### config.mk
export PLATFORM = sky130hd
export DESIGN_NAME = alle_front_flat
export DESIGN_NICKNAME = d
export VERILOG_FILES = /design/src/hdl/alle_pkg.sv /design/src/hdl/alle_if.sv /design/src/hdl/alle_front.sv /design/src/flat_wrapper.sv
export SDC_FILE = /design/constraint.sdc
export NUM_CORES = 1
export LEC_CHECK = 0
export BUFFER_PORTS_ARGS = -buffer_cell sky130_fd_sc_hd__clkbuf_2
export CAP_MARGIN = 40
export CORE_UTILIZATION = 41
export DETAILED_ROUTE_END_ITERATION = 8
export GPL_ROUTABILITY_DRIVEN = 0
export HOLD_SLACK_MARGIN = 0.08
export PLACE_DENSITY = 0.67
export SLEW_MARGIN = 20
export SYNTH_ARGS = -nofsm -noshare
export SYNTH_HDL_FRONTEND = slang
export SYNTH_SLANG_ARGS = --single-unit
export TNS_END_PERCENT = 20
### constraint.sdc
create_clock -name clk -period 3.9 [get_ports clk]
set_input_delay 0.195 -clock clk [delete_from_list [all_inputs] [get_ports clk]]
set_output_delay 0.195 -clock clk [all_outputs]
set_load 0.01 [all_outputs]
### src/hdl/alle_pkg.sv
// shared types, constants and codes of the linked list engine
package alle_pkg;

	// pool and field geometry
	localparam int POOL_SIZE = 64;
	localparam int SLOT_W    = $clog2(POOL_SIZE);
	localparam int LINK_W    = SLOT_W + 1;
	localparam int USED_W    = SLOT_W + 1;
	localparam int TEXT_W    = 56;
	localparam int OP_W      = 3;
	localparam int STATUS_W  = 3;

	// longest traversal before it is cut
	localparam int DEPTH     = 64;
	localparam int TRV_CNT_W = (DEPTH > 1) ? $clog2(DEPTH) : 1;

	// command queue between front and back
	localparam int CMDQ_DEPTH = 2;
	localparam int CMDQ_PTR_W = $clog2(CMDQ_DEPTH);
	localparam int CMDQ_CNT_W = $clog2(CMDQ_DEPTH + 1);

	// end of list marker, normalized
	localparam logic [LINK_W-1:0] END_LINK = '1;

	typedef enum logic [OP_W-1:0] {
		OP_RESTART  = 3'd0,
		OP_LOAD     = 3'd1,
		OP_INSERT   = 3'd2,
		OP_DELETE   = 3'd3,
		OP_TRAVERSE = 3'd4
	} op_e;

	typedef enum logic [STATUS_W-1:0] {
		STS_OK    = 3'd0,
		STS_FULL  = 3'd1,
		STS_NONE  = 3'd2,
		STS_CUT   = 3'd3,
		STS_EMPTY = 3'd4
	} sts_e;

	typedef enum logic [2:0] {
		S_IDLE,
		S_DISPATCH,
		S_INS_WR1,
		S_INS_WR2,
		S_DEL_FIND,
		S_DEL_GET,
		S_TRV,
		S_REPLY
	} state_e;

	// one classified command
	typedef struct packed {
		op_e               op;
		logic              at_head;
		logic [SLOT_W-1:0] position;
		logic [TEXT_W-1:0] text;
		logic [LINK_W-1:0] link;
	} cmd_t;

endpackage

### src/hdl/alle_if.sv
// request and result channel interfaces of the linked list engine
interface alle_in_if;
	logic                           valid;
	logic                           ready;
	logic [alle_pkg::OP_W-1:0]      operation;
	logic                           at_head;
	logic [alle_pkg::SLOT_W-1:0]    position;
	logic [alle_pkg::TEXT_W-1:0]    text;
	logic signed [alle_pkg::LINK_W-1:0] link;

	modport source (output valid, operation, at_head, position, text, link, input ready);
	modport sink (input valid, operation, at_head, position, text, link, output ready);
endinterface


### src/hdl/alle_front.sv
// front part: accepts request items, classifies them and queues commands
module alle_front (
	input  logic           clk,
	input  logic           arst_n,
	alle_in_if.sink        req,
	output logic           cmd_valid,
	output alle_pkg::cmd_t cmd,
	input  logic           cmd_pop
);

	logic [alle_pkg::CMDQ_CNT_W-1:0] cnt_q;
	logic [alle_pkg::CMDQ_PTR_W-1:0] wr_ptr_q;
	logic [alle_pkg::CMDQ_PTR_W-1:0] rd_ptr_q;
	alle_pkg::cmd_t                  q_mem_q [alle_pkg::CMDQ_DEPTH];
	alle_pkg::cmd_t                  cmd_new;
	logic                            known;
	logic                            push;
	logic                            pop;

	// classify the incoming item, unknown operations are dropped
	assign known = req.operation inside {[alle_pkg::OP_RESTART:alle_pkg::OP_TRAVERSE]};
	assign req.ready = (cnt_q != alle_pkg::CMDQ_CNT_W'(alle_pkg::CMDQ_DEPTH));
	assign push = req.valid && req.ready && known;
	assign pop = cmd_pop && cmd_valid;

	// normalize the link: any negative value is the end mark
	always_comb begin
		cmd_new.op       = alle_pkg::op_e'(req.operation);
		cmd_new.at_head  = req.at_head;
		cmd_new.position = req.position;
		cmd_new.text     = req.text;
		cmd_new.link     = req.link[alle_pkg::LINK_W-1] ? alle_pkg::END_LINK : req.link;
	end

	// queue head to the back part
	assign cmd_valid = (cnt_q != '0);
	assign cmd = q_mem_q[rd_ptr_q];

	// queue storage
	always_ff @(posedge clk) begin
		if (push) begin
			q_mem_q[wr_ptr_q] <= cmd_new;
		end
	end

	// queue pointers and fill count
	always_ff @(posedge clk or negedge arst_n) begin
		if (!arst_n) begin
			cnt_q    <= '0;
			wr_ptr_q <= '0;
			rd_ptr_q <= '0;
		end else begin
			if (push) begin
				wr_ptr_q <= wr_ptr_q + 1'b1;
			end
			if (pop) begin
				rd_ptr_q <= rd_ptr_q + 1'b1;
			end
			if (push && !pop) begin
				cnt_q <= cnt_q + 1'b1;
			end else if (pop && !push) begin
				cnt_q <= cnt_q - 1'b1;
			end
		end
	end

`ifndef ASSERT_OFF
	a_cmdq_bound: assert property (@(posedge clk) disable iff (!arst_n)
		cnt_q <= alle_pkg::CMDQ_CNT_W'(alle_pkg::CMDQ_DEPTH))
		else $error("command queue overfilled");
`endif

endmodule

### src/flat_wrapper.sv
// flat-port wrapper written by rule: the top's interface ports become plain ports
module alle_front_flat 
  (clk, arst_n, cmd_valid, cmd, cmd_pop, req_valid, req_operation, req_at_head, req_position, req_text, req_link, req_ready);
  alle_in_if req_i ();
  input  logic clk;
  input  logic arst_n;
  output logic cmd_valid;
  output alle_pkg::cmd_t cmd;
  input  logic cmd_pop;
  input wire logic [$bits(req_i.valid)-1:0] req_valid;
  input wire logic [$bits(req_i.operation)-1:0] req_operation;
  input wire logic [$bits(req_i.at_head)-1:0] req_at_head;
  input wire logic [$bits(req_i.position)-1:0] req_position;
  input wire logic [$bits(req_i.text)-1:0] req_text;
  input wire logic [$bits(req_i.link)-1:0] req_link;
  output wire logic [$bits(req_i.ready)-1:0] req_ready;
  assign req_i.valid = req_valid;
  assign req_i.operation = req_operation;
  assign req_i.at_head = req_at_head;
  assign req_i.position = req_position;
  assign req_i.text = req_text;
  assign req_i.link = req_link;
  assign req_ready = req_i.ready;
  alle_front u_core (.clk(clk), .arst_n(arst_n), .req(req_i), .cmd_valid(cmd_valid), .cmd(cmd), .cmd_pop(cmd_pop));
endmodule
==> out/qor.txt <==
Max-slew headroom = 62.85%
Mapped Nets = 331
# rows = 42
Pwr/cell area = 642.0 nW/µm²
DR vias/cell = 4.533
Final Worst Setup Slack = 1.498 ns
List of most frequent post-synthesis cells = edfxtp_1 (146), mux2_4 (60), mux2_2 (13)
Final instance count without filler cells = 683
DP Cell Count = 579
Dpl hpwl = 6.507 mm
Cell Area, Placed = 6770 µm²
Routed len/inst = 14.92 µm
Leakage = 3.235 nW
Combinational share of power = 29.7%
Sequential Power Share = 43.0%
Most instantiated library cell after synthesis = edfxtp_1
Worst-path clk slew = 0.06 ns
Mapped Area = 5754 µm²
Status = completed
CTS tree = yes
DRT Pass-1 Iters = 4
Worst clock skew = 0.01144 ns
Root Buffer = clkbuf_16
First-pass GRT wire length = 15.57 mm
Ant diodes = 0
CP Max Fanout = 31
TritonCTS Buffers = 17
DRC = 0
Post-CTS Repair Setup Buffers = 0
All-Layer GR Usage = 14.62%
Slew Limit Fails = 0
Post-synthesis sequential area ratio = 77.93%
Data arrival time of the worst path = 2.21 ns
Grt total ovfl = 0
Fin Hold WS = 0.1369 ns
Ys flop type = edfxtp_1
Worst-margin pin slew = 0.5573 ns
Period utilization = 61.60%
Critical Path Start Type = flop
Pre-CTS WS = 1.863 ns
Clock share of power = 27.3%
Vias = 3096
Initial Util = 42.77%
Switching share of power = 27.06%
Die X = 120.5 µm
Syn Area/Cell = 22.74 µm²
Fin crit period = 2.402 ns
Worst vdd ir = 322.8 µV
Die height = 120.5 µm
Psw = 1.394 mW
Register bit total from synthesis = 150
# IOs = 152
Routed Antenna Nets = 0
Post-synthesis async set-or-reset flop share = 2.667%
Core area = 13450 µm²
Setup TNS = 0 ns
Final setup fails = 0
H-tree levels = 4
Cell taking the most area after synthesis = edfxtp_1
Nets = 575
Worst hold path type = input pin to asynchronous set/reset pin
WL final = 10.19 mm
Unrepaired setup endpoints after global routing = no
Post-synth cell types = 17
Max cap viols = 0
Element type at the critical path end = primary output
Vias in the first global route = 3195
Fmax = 416.2 MHz
Yosys top cell area share = 76.19%
Die area = 14510 µm²
EDFF count, synth = 146
# port buffers = 151
Final hold vios = 0
Latest clock arrival within the worst-skew pair = 0.41 ns
Post-Syn Instances = 253
Largest net degree at the start of global routing = 48
Internal = 3.756 mW
CTS Buffer Depth = 2
Area delta synth->final = 39.42%
Synth warnings = 0
Initial antenna violation count = 0
# clock sinks = 150
Layout cell share with drive strength beyond 1 = 51.68%
Top cells by area, synth = edfxtp_1 (76%), mux2_4 (16%), mux2_2 (2.5%), dfrtp_1 (1.7%), buf_6 (1.4%)
CP Data Required Time = 3.70 ns
Design Area, Final = 8023 µm²
DR iter-0 viols = 157
Crit Path Class = flop to primary output
[worst max-delay path: stages (launching register included)]
cell,delay [ns]
dfrtp_4,0.78
buf_12,0.31
buf_4,0.25
mux2_4,0.31
clkbuf_2,0.13
[cells by family after synthesis]
group	after synthesis	share of synthesized area, %
flip-flops	150	77.93
multiplexers	73	18.20
AND/OR/NAND/NOR	13	1.218
buffers and inverters	10	1.587
XOR/XNOR	5	0.7612
AO/OA/AOI/OAI	1	0.08689
adder cells (fa/ha/maj)	1	0.2174
[per-stage QoR]
| step | power (mW) | util, % |
|---|---|---|
| detailed placement | 3.748 | 50.33 |
| CTS | 5.221 | 59.64 |
| global route | 5.392 | 59.64 |
| finish | 5.150 | 59.64 |
| global placement | 3.685 | 49.77 |
| floorplan | 3.267 | - |
[state kept, by name (all words and copies together) (netlist names)]
name and count:
u_core.cnt_q 2, u_core.q_mem_q 146, u_core.wr_ptr_q 1, u_core.rd_ptr_q 1
[metal layers]
metal	track usage, %	part of all wire, %	vias to the layer above
met5	0	0	-
met1	17.28	42	1497
met2	24.07	50	109
li1	-	-	1477
met3	5.708	5.9	13
met4	5.556	1.3	0
[cells in the final DEF, fill, tap and decap left out]
cell,n
nor2_1,1
xor2_1,2
dlygate4sd3_1,75
clkbuf_16,17
dfrtp_4,1
buf_12,1
mux2_2,13
xnor2_1,3
o21ai_0,1
clkinv_2,4
clkbuf_1,4
clkbuf_2,151
inv_1,2
bufinv_16,1
mux2_4,60
dfrtp_1,3
nand2b_1,1
or2_2,6
buf_16,2
nand2_1,1
edfxtp_1,146
ha_1,1
or2_1,1
nor2_4,2
buf_4,4
nand3_1,1
clkinv_1,3
[timing repair]
| item | CTS | global route |
|---|---|---|
| gates resized for setup | 0 | 0 |
| hold endpoints to repair | 151 | 0 |
| hold buffers | 75 | 0 |
[layout make-up]
class | instances | area [µm²]
Fill cell | 1046 | 5430
Sequential cell | 150 | 4488
Timing Repair Buffer | 233 | 1612
Multi-Input combinational cell | 93 | 1194
Clock buffer | 21 | 440.4
Tap cell | 176 | 220.2
Clock inverter | 8 | 61.31
Inverter | 2 | 7.507
[power groups by stage]
stage / sequential [mW] / combinational, mW / clock, mW
after floorplan: 2.17 / 1.09 / 0
after detailed placement: 2.25 / 1.49 / 0
after global routing: 2.24 / 1.64 / 1.51
final: 2.21 / 1.53 / 1.41
after CTS: 2.22 / 1.56 / 1.44
after global placement: 2.32 / 1.36 / 0
[path summary, 6_finish.rpt]
check	startpoint	to	slack, ns	cells after the start
min	arst_n	u_core.wr_ptr_q$_DFFE_PN0P_	0.14	2
min in group clk	req_valid	u_core.wr_ptr_q$_DFFE_PN0P_	0.27	3
min reg2reg	u_core.cnt_q[1]$_DFFE_PN0P_	u_core.cnt_q[1]$_DFFE_PN0P_	0.50	1
max	u_core.rd_ptr_q$_DFFE_PN0P_	cmd[36]	1.50	4
max reg2reg	u_core.cnt_q[0]$_DFFE_PN0P_	u_core.q_mem_q[1][19]$_DFFE_PP_	1.88	5
max in group asynchronous	arst_n	u_core.rd_ptr_q$_DFFE_PN0P_	3.61	2
No activity file was read; power rests on OpenSTA's default activity.
