**config.mk**
```make
export PLATFORM = sky130hd
export DESIGN_NAME = alle_back_flat
export DESIGN_NICKNAME = d
export VERILOG_FILES = /design/src/hdl/alle_pkg.sv /design/src/hdl/alle_if.sv /design/src/hdl/alle_ram.sv /design/src/hdl/alle_back.sv /design/src/flat_wrapper.sv
export SDC_FILE = /design/constraint.sdc
export NUM_CORES = 2
export LEC_CHECK = 0
export BUFFER_PORTS_ARGS = -buffer_cell sky130_fd_sc_hd__buf_2
export CAP_MARGIN = 20
export CORE_MARGIN = 4
export CORE_UTILIZATION = 25
export DETAILED_ROUTE_END_ITERATION = 12
export PLACE_DENSITY = 0.4
export RECOVER_POWER = 50
export SYNTH_ARGS = -nofsm -noshare
export SYNTH_HDL_FRONTEND = slang
export SYNTH_SLANG_ARGS = --single-unit
```
**constraint.sdc**
```tcl
create_clock -name clk -period 14.44 [get_ports clk]
set_input_delay 2.166 -clock clk [delete_from_list [all_inputs] [get_ports clk]]
set_output_delay 2.166 -clock clk [all_outputs]
set_load 0.02 [all_outputs]
```
**src/hdl/alle_pkg.sv**
```systemverilog
// shared types, constants and codes of the linked list engine
package alle_pkg;

	// pool and field geometry
	localparam int POOL_SIZE = 64;
	localparam int SLOT_W    = $clog2(POOL_SIZE);
	localparam int LINK_W    = SLOT_W + 1;
	localparam int USED_W    = SLOT_W + 1;
	localparam int TEXT_W    = 56;
	localparam int OP_W      = 3;
	localparam int STATUS_W  = 3;

	// longest traversal before it is cut
	localparam int DEPTH     = 64;
	localparam int TRV_CNT_W = (DEPTH > 1) ? $clog2(DEPTH) : 1;

	// command queue between front and back
	localparam int CMDQ_DEPTH = 2;
	localparam int CMDQ_PTR_W = $clog2(CMDQ_DEPTH);
	localparam int CMDQ_CNT_W = $clog2(CMDQ_DEPTH + 1);

	// end of list marker, normalized
	localparam logic [LINK_W-1:0] END_LINK = '1;

	typedef enum logic [OP_W-1:0] {
		OP_RESTART  = 3'd0,
		OP_LOAD     = 3'd1,
		OP_INSERT   = 3'd2,
		OP_DELETE   = 3'd3,
		OP_TRAVERSE = 3'd4
	} op_e;

	typedef enum logic [STATUS_W-1:0] {
		STS_OK    = 3'd0,
		STS_FULL  = 3'd1,
		STS_NONE  = 3'd2,
		STS_CUT   = 3'd3,
		STS_EMPTY = 3'd4
	} sts_e;

	typedef enum logic [2:0] {
		S_IDLE,
		S_DISPATCH,
		S_INS_WR1,
		S_INS_WR2,
		S_DEL_FIND,
		S_DEL_GET,
		S_TRV,
		S_REPLY
	} state_e;

	// one classified command
	typedef struct packed {
		op_e               op;
		logic              at_head;
		logic [SLOT_W-1:0] position;
		logic [TEXT_W-1:0] text;
		logic [LINK_W-1:0] link;
	} cmd_t;

endpackage

```
**src/hdl/alle_if.sv**
```systemverilog


interface alle_out_if;
	logic                           valid;
	logic                           ready;
	logic [alle_pkg::SLOT_W-1:0]    slot;
	logic [alle_pkg::TEXT_W-1:0]    entry_text;
	logic [alle_pkg::STATUS_W-1:0]  status;
	logic                           last;

	modport source (output valid, slot, entry_text, status, last, input ready);
	modport sink (input valid, slot, entry_text, status, last, output ready);
endinterface

```
**src/hdl/alle_ram.sv**
```systemverilog
// generic single write port ram with registered read
module alle_ram #(
	parameter int WIDTH = 8,
	parameter int DEPTH = 64,
	localparam int ADDR_W = $clog2(DEPTH)
) (
	input  logic              clk,
	input  logic              we,
	input  logic [ADDR_W-1:0] waddr,
	input  logic [WIDTH-1:0]  wdata,
	input  logic [ADDR_W-1:0] raddr,
	output logic [WIDTH-1:0]  rdata
);

	logic [WIDTH-1:0] mem [DEPTH];

	// write port and read-first registered read
	always_ff @(posedge clk) begin
		if (we) begin
			mem[waddr] <= wdata;
		end
		rdata <= mem[raddr];
	end

endmodule

```
**src/hdl/alle_back.sv**
```systemverilog
// back part: carries out list commands on the slot memories
module alle_back (
	input  logic           clk,
	input  logic           arst_n,
	input  logic           cmd_valid,
	input  alle_pkg::cmd_t cmd,
	output logic           cmd_pop,
	alle_out_if.source     rsp
);

	localparam int SW = alle_pkg::SLOT_W;
	localparam int LW = alle_pkg::LINK_W;
	localparam int TW = alle_pkg::TEXT_W;
	localparam int CW = alle_pkg::TRV_CNT_W;

	alle_pkg::state_e          state_q, state_d;
	alle_pkg::cmd_t            cmd_q;
	logic [LW-1:0]             head_q, head_d;
	logic [alle_pkg::USED_W-1:0] used_q, used_d;
	logic [SW-1:0]             cur_q, cur_d;
	logic [CW-1:0]             cnt_q, cnt_d;
	logic [SW-1:0]             victim_q, victim_d;
	logic [SW-1:0]             res_slot_q, res_slot_d;
	logic [TW-1:0]             res_text_q, res_text_d;
	alle_pkg::sts_e            res_status_q, res_status_d;

	// output register
	logic                      ovalid_q;
	logic [SW-1:0]             oslot_q;
	logic [TW-1:0]             otext_q;
	alle_pkg::sts_e            ostatus_q;
	logic                      olast_q;

	logic                      push;
	logic [SW-1:0]             push_slot;
	logic [TW-1:0]             push_text;
	alle_pkg::sts_e            push_status;
	logic                      push_last;
	logic                      can_push;

	// memory ports
	logic [SW-1:0]             raddr;
	logic                      t_we;
	logic [SW-1:0]             t_waddr;
	logic [TW-1:0]             t_wdata;
	logic [TW-1:0]             rd_text;
	logic                      n_we;
	logic [SW-1:0]             n_waddr;
	logic [LW-1:0]             n_wdata;
	logic [LW-1:0]             rd_next;

	logic                      full;
	logic [SW-1:0]             fresh;
	logic                      head_end;
	logic                      cnt_max;
	logic                      trv_final;

	alle_ram #(.WIDTH(TW), .DEPTH(alle_pkg::POOL_SIZE)) u_text_ram (
		.clk   (clk),
		.we    (t_we),
		.waddr (t_waddr),
		.wdata (t_wdata),
		.raddr (raddr),
		.rdata (rd_text)
	);

	alle_ram #(.WIDTH(LW), .DEPTH(alle_pkg::POOL_SIZE)) u_next_ram (
		.clk   (clk),
		.we    (n_we),
		.waddr (n_waddr),
		.wdata (n_wdata),
		.raddr (raddr),
		.rdata (rd_next)
	);

	// shared conditions
	assign full      = (used_q == alle_pkg::USED_W'(alle_pkg::POOL_SIZE));
	assign fresh     = used_q[SW-1:0];
	assign head_end  = head_q[LW-1];
	assign cnt_max   = (cnt_q == CW'(alle_pkg::DEPTH - 1));
	assign trv_final = rd_next[LW-1] || cnt_max;
	assign can_push  = !ovalid_q || rsp.ready;

	// next state
	always_comb begin
		state_d = state_q;
		case (state_q)
			alle_pkg::S_IDLE: begin
				if (cmd_valid) begin
					state_d = alle_pkg::S_DISPATCH;
				end
			end
			alle_pkg::S_DISPATCH: begin
				case (cmd_q.op)
					alle_pkg::OP_RESTART, alle_pkg::OP_LOAD: state_d = alle_pkg::S_REPLY;
					alle_pkg::OP_INSERT: begin
						state_d = (full || cmd_q.at_head) ? alle_pkg::S_REPLY
							: alle_pkg::S_INS_WR1;
					end
					alle_pkg::OP_DELETE: begin
						if (!cmd_q.at_head) begin
							state_d = alle_pkg::S_DEL_FIND;
						end else begin
							state_d = head_end ? alle_pkg::S_REPLY : alle_pkg::S_DEL_GET;
						end
					end
					alle_pkg::OP_TRAVERSE: begin
						state_d = head_end ? alle_pkg::S_REPLY : alle_pkg::S_TRV;
					end
					default: state_d = alle_pkg::S_IDLE;
				endcase
			end
			alle_pkg::S_INS_WR1: state_d = alle_pkg::S_INS_WR2;
			alle_pkg::S_INS_WR2: state_d = alle_pkg::S_REPLY;
			alle_pkg::S_DEL_FIND: begin
				state_d = rd_next[LW-1] ? alle_pkg::S_REPLY : alle_pkg::S_DEL_GET;
			end
			alle_pkg::S_DEL_GET: state_d = alle_pkg::S_REPLY;
			alle_pkg::S_TRV: begin
				if (can_push && trv_final) begin
					state_d = alle_pkg::S_IDLE;
				end
			end
			alle_pkg::S_REPLY: begin
				if (can_push) begin
					state_d = alle_pkg::S_IDLE;
				end
			end
			default: state_d = alle_pkg::S_IDLE;
		endcase
	end

	// datapath control and register updates
	always_comb begin
		cmd_pop      = 1'b0;
		raddr        = cur_q;
		t_we         = 1'b0;
		t_waddr      = fresh;
		t_wdata      = cmd_q.text;
		n_we         = 1'b0;
		n_waddr      = fresh;
		n_wdata      = cmd_q.link;
		head_d       = head_q;
		used_d       = used_q;
		cur_d        = cur_q;
		cnt_d        = cnt_q;
		victim_d     = victim_q;
		res_slot_d   = res_slot_q;
		res_text_d   = res_text_q;
		res_status_d = res_status_q;
		push         = 1'b0;
		push_slot    = res_slot_q;
		push_text    = res_text_q;
		push_status  = res_status_q;
		push_last    = 1'b1;
		case (state_q)
			alle_pkg::S_IDLE: begin
				cmd_pop = cmd_valid;
			end
			alle_pkg::S_DISPATCH: begin
				res_slot_d   = '0;
				res_text_d   = '0;
				res_status_d = alle_pkg::STS_OK;
				case (cmd_q.op)
					alle_pkg::OP_RESTART: begin
						head_d = cmd_q.link;
						used_d = '0;
					end
					alle_pkg::OP_LOAD, alle_pkg::OP_INSERT: begin
						if (full) begin
							res_status_d = alle_pkg::STS_FULL;
						end else if (cmd_q.op == alle_pkg::OP_LOAD || cmd_q.at_head) begin
							// new slot written in one go
							t_we       = 1'b1;
							n_we       = 1'b1;
							n_wdata    = (cmd_q.op == alle_pkg::OP_LOAD) ? cmd_q.link : head_q;
							used_d     = used_q + 1'b1;
							res_slot_d = fresh;
							if (cmd_q.op == alle_pkg::OP_INSERT) begin
								head_d = {1'b0, fresh};
							end
						end else begin
							raddr = cmd_q.position;
						end
					end
					alle_pkg::OP_DELETE: begin
						if (!cmd_q.at_head) begin
							raddr = cmd_q.position;
						end else if (head_end) begin
							res_status_d = alle_pkg::STS_NONE;
						end else begin
							raddr    = head_q[SW-1:0];
							victim_d = head_q[SW-1:0];
						end
					end
					alle_pkg::OP_TRAVERSE: begin
						if (head_end) begin
							res_status_d = alle_pkg::STS_EMPTY;
						end else begin
							raddr = head_q[SW-1:0];
							cur_d = head_q[SW-1:0];
							cnt_d = '0;
						end
					end
					default: ;
				endcase
			end
			alle_pkg::S_INS_WR1: begin
				// new slot takes the old successor of position
				t_we    = 1'b1;
				n_we    = 1'b1;
				n_wdata = rd_next;
			end
			alle_pkg::S_INS_WR2: begin
				// position now points at the new slot
				n_we       = 1'b1;
				n_waddr    = cmd_q.position;
				n_wdata    = {1'b0, fresh};
				used_d     = used_q + 1'b1;
				res_slot_d = fresh;
			end
			alle_pkg::S_DEL_FIND: begin
				if (rd_next[LW-1]) begin
					res_status_d = alle_pkg::STS_NONE;
				end else begin
					raddr    = rd_next[SW-1:0];
					victim_d = rd_next[SW-1:0];
				end
			end
			alle_pkg::S_DEL_GET: begin
				// bypass the victim and report its text
				if (cmd_q.at_head) begin
					head_d = rd_next;
				end else begin
					n_we    = 1'b1;
					n_waddr = cmd_q.position;
					n_wdata = rd_next;
				end
				res_slot_d   = victim_q;
				res_text_d   = rd_text;
				res_status_d = alle_pkg::STS_OK;
			end
			alle_pkg::S_TRV: begin
				// one entry per cycle while rsp is not stalled, next read issued as the current one leaves
				if (can_push) begin
					push        = 1'b1;
					push_slot   = cur_q;
					push_text   = rd_text;
					push_status = (cnt_max && !rd_next[LW-1]) ? alle_pkg::STS_CUT
						: alle_pkg::STS_OK;
					push_last   = trv_final;
					if (!trv_final) begin
						raddr = rd_next[SW-1:0];
						cur_d = rd_next[SW-1:0];
						cnt_d = cnt_q + 1'b1;
					end
				end
			end
			alle_pkg::S_REPLY: begin
				push = can_push;
			end
			default: ;
		endcase
	end

	// control state
	always_ff @(posedge clk or negedge arst_n) begin
		if (!arst_n) begin
			state_q  <= alle_pkg::S_IDLE;
			head_q   <= alle_pkg::END_LINK;
			used_q   <= '0;
			ovalid_q <= 1'b0;
		end else begin
			state_q <= state_d;
			head_q  <= head_d;
			used_q  <= used_d;
			if (push) begin
				ovalid_q <= 1'b1;
			end else if (rsp.ready) begin
				ovalid_q <= 1'b0;
			end
		end
	end

	// payload registers
	always_ff @(posedge clk) begin
		if (cmd_pop) begin
			cmd_q <= cmd;
		end
		cur_q        <= cur_d;
		cnt_q        <= cnt_d;
		victim_q     <= victim_d;
		res_slot_q   <= res_slot_d;
		res_text_q   <= res_text_d;
		res_status_q <= res_status_d;
		if (push) begin
			oslot_q   <= push_slot;
			otext_q   <= push_text;
			ostatus_q <= push_status;
			olast_q   <= push_last;
		end
	end

	// result channel
	assign rsp.valid      = ovalid_q;
	assign rsp.slot       = oslot_q;
	assign rsp.entry_text = otext_q;
	assign rsp.status     = ostatus_q;
	assign rsp.last       = olast_q;

`ifndef ASSERT_OFF
	a_used_bound: assert property (@(posedge clk) disable iff (!arst_n)
		used_q <= alle_pkg::USED_W'(alle_pkg::POOL_SIZE))
		else $error("slot counter beyond pool size");

	a_no_write_when_full: assert property (@(posedge clk) disable iff (!arst_n)
		t_we |-> !full)
		else $error("text written into a full pool");

	a_head_normalized: assert property (@(posedge clk) disable iff (!arst_n)
		head_q[LW-1] |-> (head_q == alle_pkg::END_LINK))
		else $error("head holds an unnormalized end mark");

	a_push_has_room: assert property (@(posedge clk) disable iff (!arst_n)
		push |-> (!ovalid_q || rsp.ready))
		else $error("result pushed over a pending result");
`endif

endmodule

```
**src/flat_wrapper.sv**
```systemverilog
// flat-port wrapper written by rule: the top's interface ports become plain ports
module alle_back_flat 
  (clk, arst_n, cmd_valid, cmd, cmd_pop, rsp_valid, rsp_slot, rsp_entry_text, rsp_status, rsp_last, rsp_ready);
  alle_out_if rsp_i ();
  input  logic clk;
  input  logic arst_n;
  input  logic cmd_valid;
  input  alle_pkg::cmd_t cmd;
  output logic cmd_pop;
  output wire logic [$bits(rsp_i.valid)-1:0] rsp_valid;
  output wire logic [$bits(rsp_i.slot)-1:0] rsp_slot;
  output wire logic [$bits(rsp_i.entry_text)-1:0] rsp_entry_text;
  output wire logic [$bits(rsp_i.status)-1:0] rsp_status;
  output wire logic [$bits(rsp_i.last)-1:0] rsp_last;
  input wire logic [$bits(rsp_i.ready)-1:0] rsp_ready;
  assign rsp_valid = rsp_i.valid;
  assign rsp_slot = rsp_i.slot;
  assign rsp_entry_text = rsp_i.entry_text;
  assign rsp_status = rsp_i.status;
  assign rsp_last = rsp_i.last;
  assign rsp_i.ready = rsp_ready;
  alle_back u_core (.clk(clk), .arst_n(arst_n), .cmd_valid(cmd_valid), .cmd(cmd), .cmd_pop(cmd_pop), .rsp(rsp_i));
endmodule
```
==> flow_summary.ini <==
[logic_synthesis]
seq_area_frac_synth = 0.759
synthTopCellsByArea = edfxtp_1 (75%), nand2_1 (6.0%), mux2i_1 (4.6%), nand3_1 (3.9%), o2111ai_1 (0.88%)
yosys_warnings = 0
synthDistinctLibCells = 83
synth_compound_area_frac = 0.0464
synth_commonest_cells = edfxtp_1 (4,254), nand2_1 (2,719), nand3_1 (1,327), mux2i_1 (789), buf_2 (296)
mappedNetlistNets = 11748
syn_inst = 11668
synth.area.mux_share = 0.0579
synthArstFlopShare = 0.00415
netlist_area_um2 = 171000
synth_top_area_share = 0.749
synthSimpleGateAreaFrac = 0.112
syn_area_per_cell_um2 = 14.6
synthXorXnorAreaFrac = 0.000462
synth_top_area_cell = edfxtp_1
synth_edf_count = 4254
synth_top_family_by_area = simple AND/OR/NAND/NOR gates
synth-seq-cells = 4335
yosys.area_share.adder = 0.000220
yosysMostFrequentCell = edfxtp_1
ys.flop_type = edfxtp_1

[timing]
fin_crit_ps = 9250
final-max-slew-violation-count = 4385
hold_viol = 0
finalClockSkew_ps = 80.1
period_share = 0.641
setup_tns_ps = 0
max_freq_ghz = 0.108
setup_viol = 0
worst_pin_slew_ps = 3910
relSlewSlack = -1.60
rsz0062_at_grt = no

[global_route]
met3_usage = 0.0193
antenna_found_initial = 46
grt_pass1_vias = 97940
met1_usage = 0.249
grt_util_all_layers = 0.174
grt_pass1_wl_mm = 855
grt_use_met2 = 0.285
grt-busiest-layer = met2
grt-ovfl-total = 0
grt_max_degree = 150

[pwr]
ir_drop_mv = 0.296
p_leak_nw = 64.6
fin_total_pwr_w = 0.0462
p_per_area_nw_per_um2 = 235

[cts]
numCtsBuffers = 461
cts.reportedPaths.clkPinSlew_ps = 60
cts-resized-gates = 0
cts_tree = yes
h-tree-depth = 5
worstSkewPairLatency_ps = 1070
cts_buffer_depth = 4
cts_hold_buf = 0
cts_root_buf = clkbuf_16
cts_setup_buffers = 0
clock_sinks = 4335

[route]
routed_wl_mm = 628
ant_nets = 0
dr.first_iter.drc_count = 10788
drc_errors = 0
avgRoutedWirePerCell_um = 29.5
viasPerCell = 4.81
dr_total_vias = 102218
drtPass1Iterations = 6

[die]
core_um2 = 681000
num_rows = 303
die_width_um = 834
dieArea_um2 = 695000
initial_core_util = 0.251
ios = 145
die_h_um = 834

[worst_setup_path]
slowest_stage = clkbuf_1
crit_start = u_core.state_q[2]
r2r_cells = 13
path_class = flip-flop to output pin
timing.rr.start = u_core.state_q[2]
crit_path_max_incr_delay_ps = 2770
regToRegEndpoint = u_core.u_text_ram.rdata[13]
worstPathArrival_ps = 7090
endpoint_kind = output pin
reg2reg_slack_ps = 5820
startpoint_type = flip-flop
worstPathCellList = nor4b_1 -> clkbuf_1 -> buf_4 -> buf_2
critPathMaxFanout = 75
critical_path_required_ps = 12270

[outcome]
status = complete, but fails checks
violations = max-capacitance violations, max-slew violations

[place]
portBuffers = 144
place_congestion = 0.759
post-dp-hpwl_mm = 334

[layout]
areaGrowthSynthToFinish_pct = 15.4
layout.nets = 11946
layout-drive-gt1-share = 0.0952
postLayoutCoreUtil = 0.289

[min_path]
hp-start = u_core.head_q[0]
hold_end = u_core.head_q[0]
worstHoldPathType = flip-flop to flip-flop
holdPathStages = 2

[job]
drv_cap = 75
-- logic make-up after synthesis --
| family | Yosys count |
|---|---|
| simple gates | 4483 |
| flops | 4335 |
| compound gates | 1072 |
| mux | 910 |
| buf+inv | 856 |
| xor+xnor | 9 |
| fa+ha+maj | 3 |
-- placed cells by master, fill, tap and decap left out, types with 163 or more instances in the layout --
cell type     n
edfxtp_1   4254
clkbuf_16   463
o2111ai_1   171
a311oi_1    163
buf_4       240
a211oi_1    165
mux2i_1     789
clkbuf_1    310
nand2_1    2712
a21oi_1     205
nand3_1    1327
-- critical path: cells and delay by family, from the launching register on --
| family | cells | cell delay [ps] |
|---|---|---|
| buffers and inverters | 3 | 3630 |
| flip-flops | 1 | 1460 |
| AND/OR/NAND/NOR | 1 | 810 |
-- through the flow --
| step | worst slack [ps] | area [µm²] | hold slack (ps) | std cells |
|---|---|---|---|---|
| after floorplan | 2140 | 171000 | 470 | 11668 |
| after global placement | 6730 | 183000 | 489 | 20388 |
| after detailed placement | 6750 | 183000 | 501 | 20399 |
| after CTS | 7790 | 197000 | 510 | 21262 |
| after global routing | 4170 | 197000 | 527 | 21264 |
| final | 5190 | 197000 | 505 | 21273 |
-- report_power, final --
| group | internal, W | switching, W |
|---|---|---|
| Combinational | 0.00547 | 0.0139 |
| Sequential | 0.0146 | 0.000572 |
| Clock | 0.00656 | 0.00514 |
| Total | 0.0266 | 0.0196 |
-- worst max path at each step --
stage	endpoint	slack, ps	depth (start not counted)
2_1_floorplan	cmd_pop	2140	1
3_3_place_gp	u_core.u_text_ram.rdata[44]	6730	15
3_5_place_dp	u_core.u_text_ram.rdata[21]	6750	15
4_1_cts	u_core.u_text_ram.rdata[21]	7790	13
5_1_grt	cmd_pop	4170	4
6_report	cmd_pop	5190	4
-- flip-flops by register name (all words and copies together), names as in the netlist, 17 cells and up --
signal,cells
u_core.u_text_ram.mem,3584
u_core.t_wdata,56
u_core.u_next_ram.mem,448
u_core.u_text_ram.rdata,56
u_core.res_text_q,56
u_core.rsp.entry_text,56
u_core.cmd_q,17
-- routing by layer --
metal,part of all wire,wire length [µm]
met5,0,0
met1,0.46,288000
met2,0.47,294000
met3,0.050,31200
met4,0.022,14100
-- final cells by class --
cell class,count,area [µm²]
fillers,68158,484000
flip-flops and latches,4335,129000
multi-input cells,6477,37700
clock buffers,626,12500
well taps,8997,11300
repair buffers,504,3540
clock inverters,237,2090
inverters,87,327
diodes,10,25.0
Note: power is estimated with default switching activity, not from simulation.
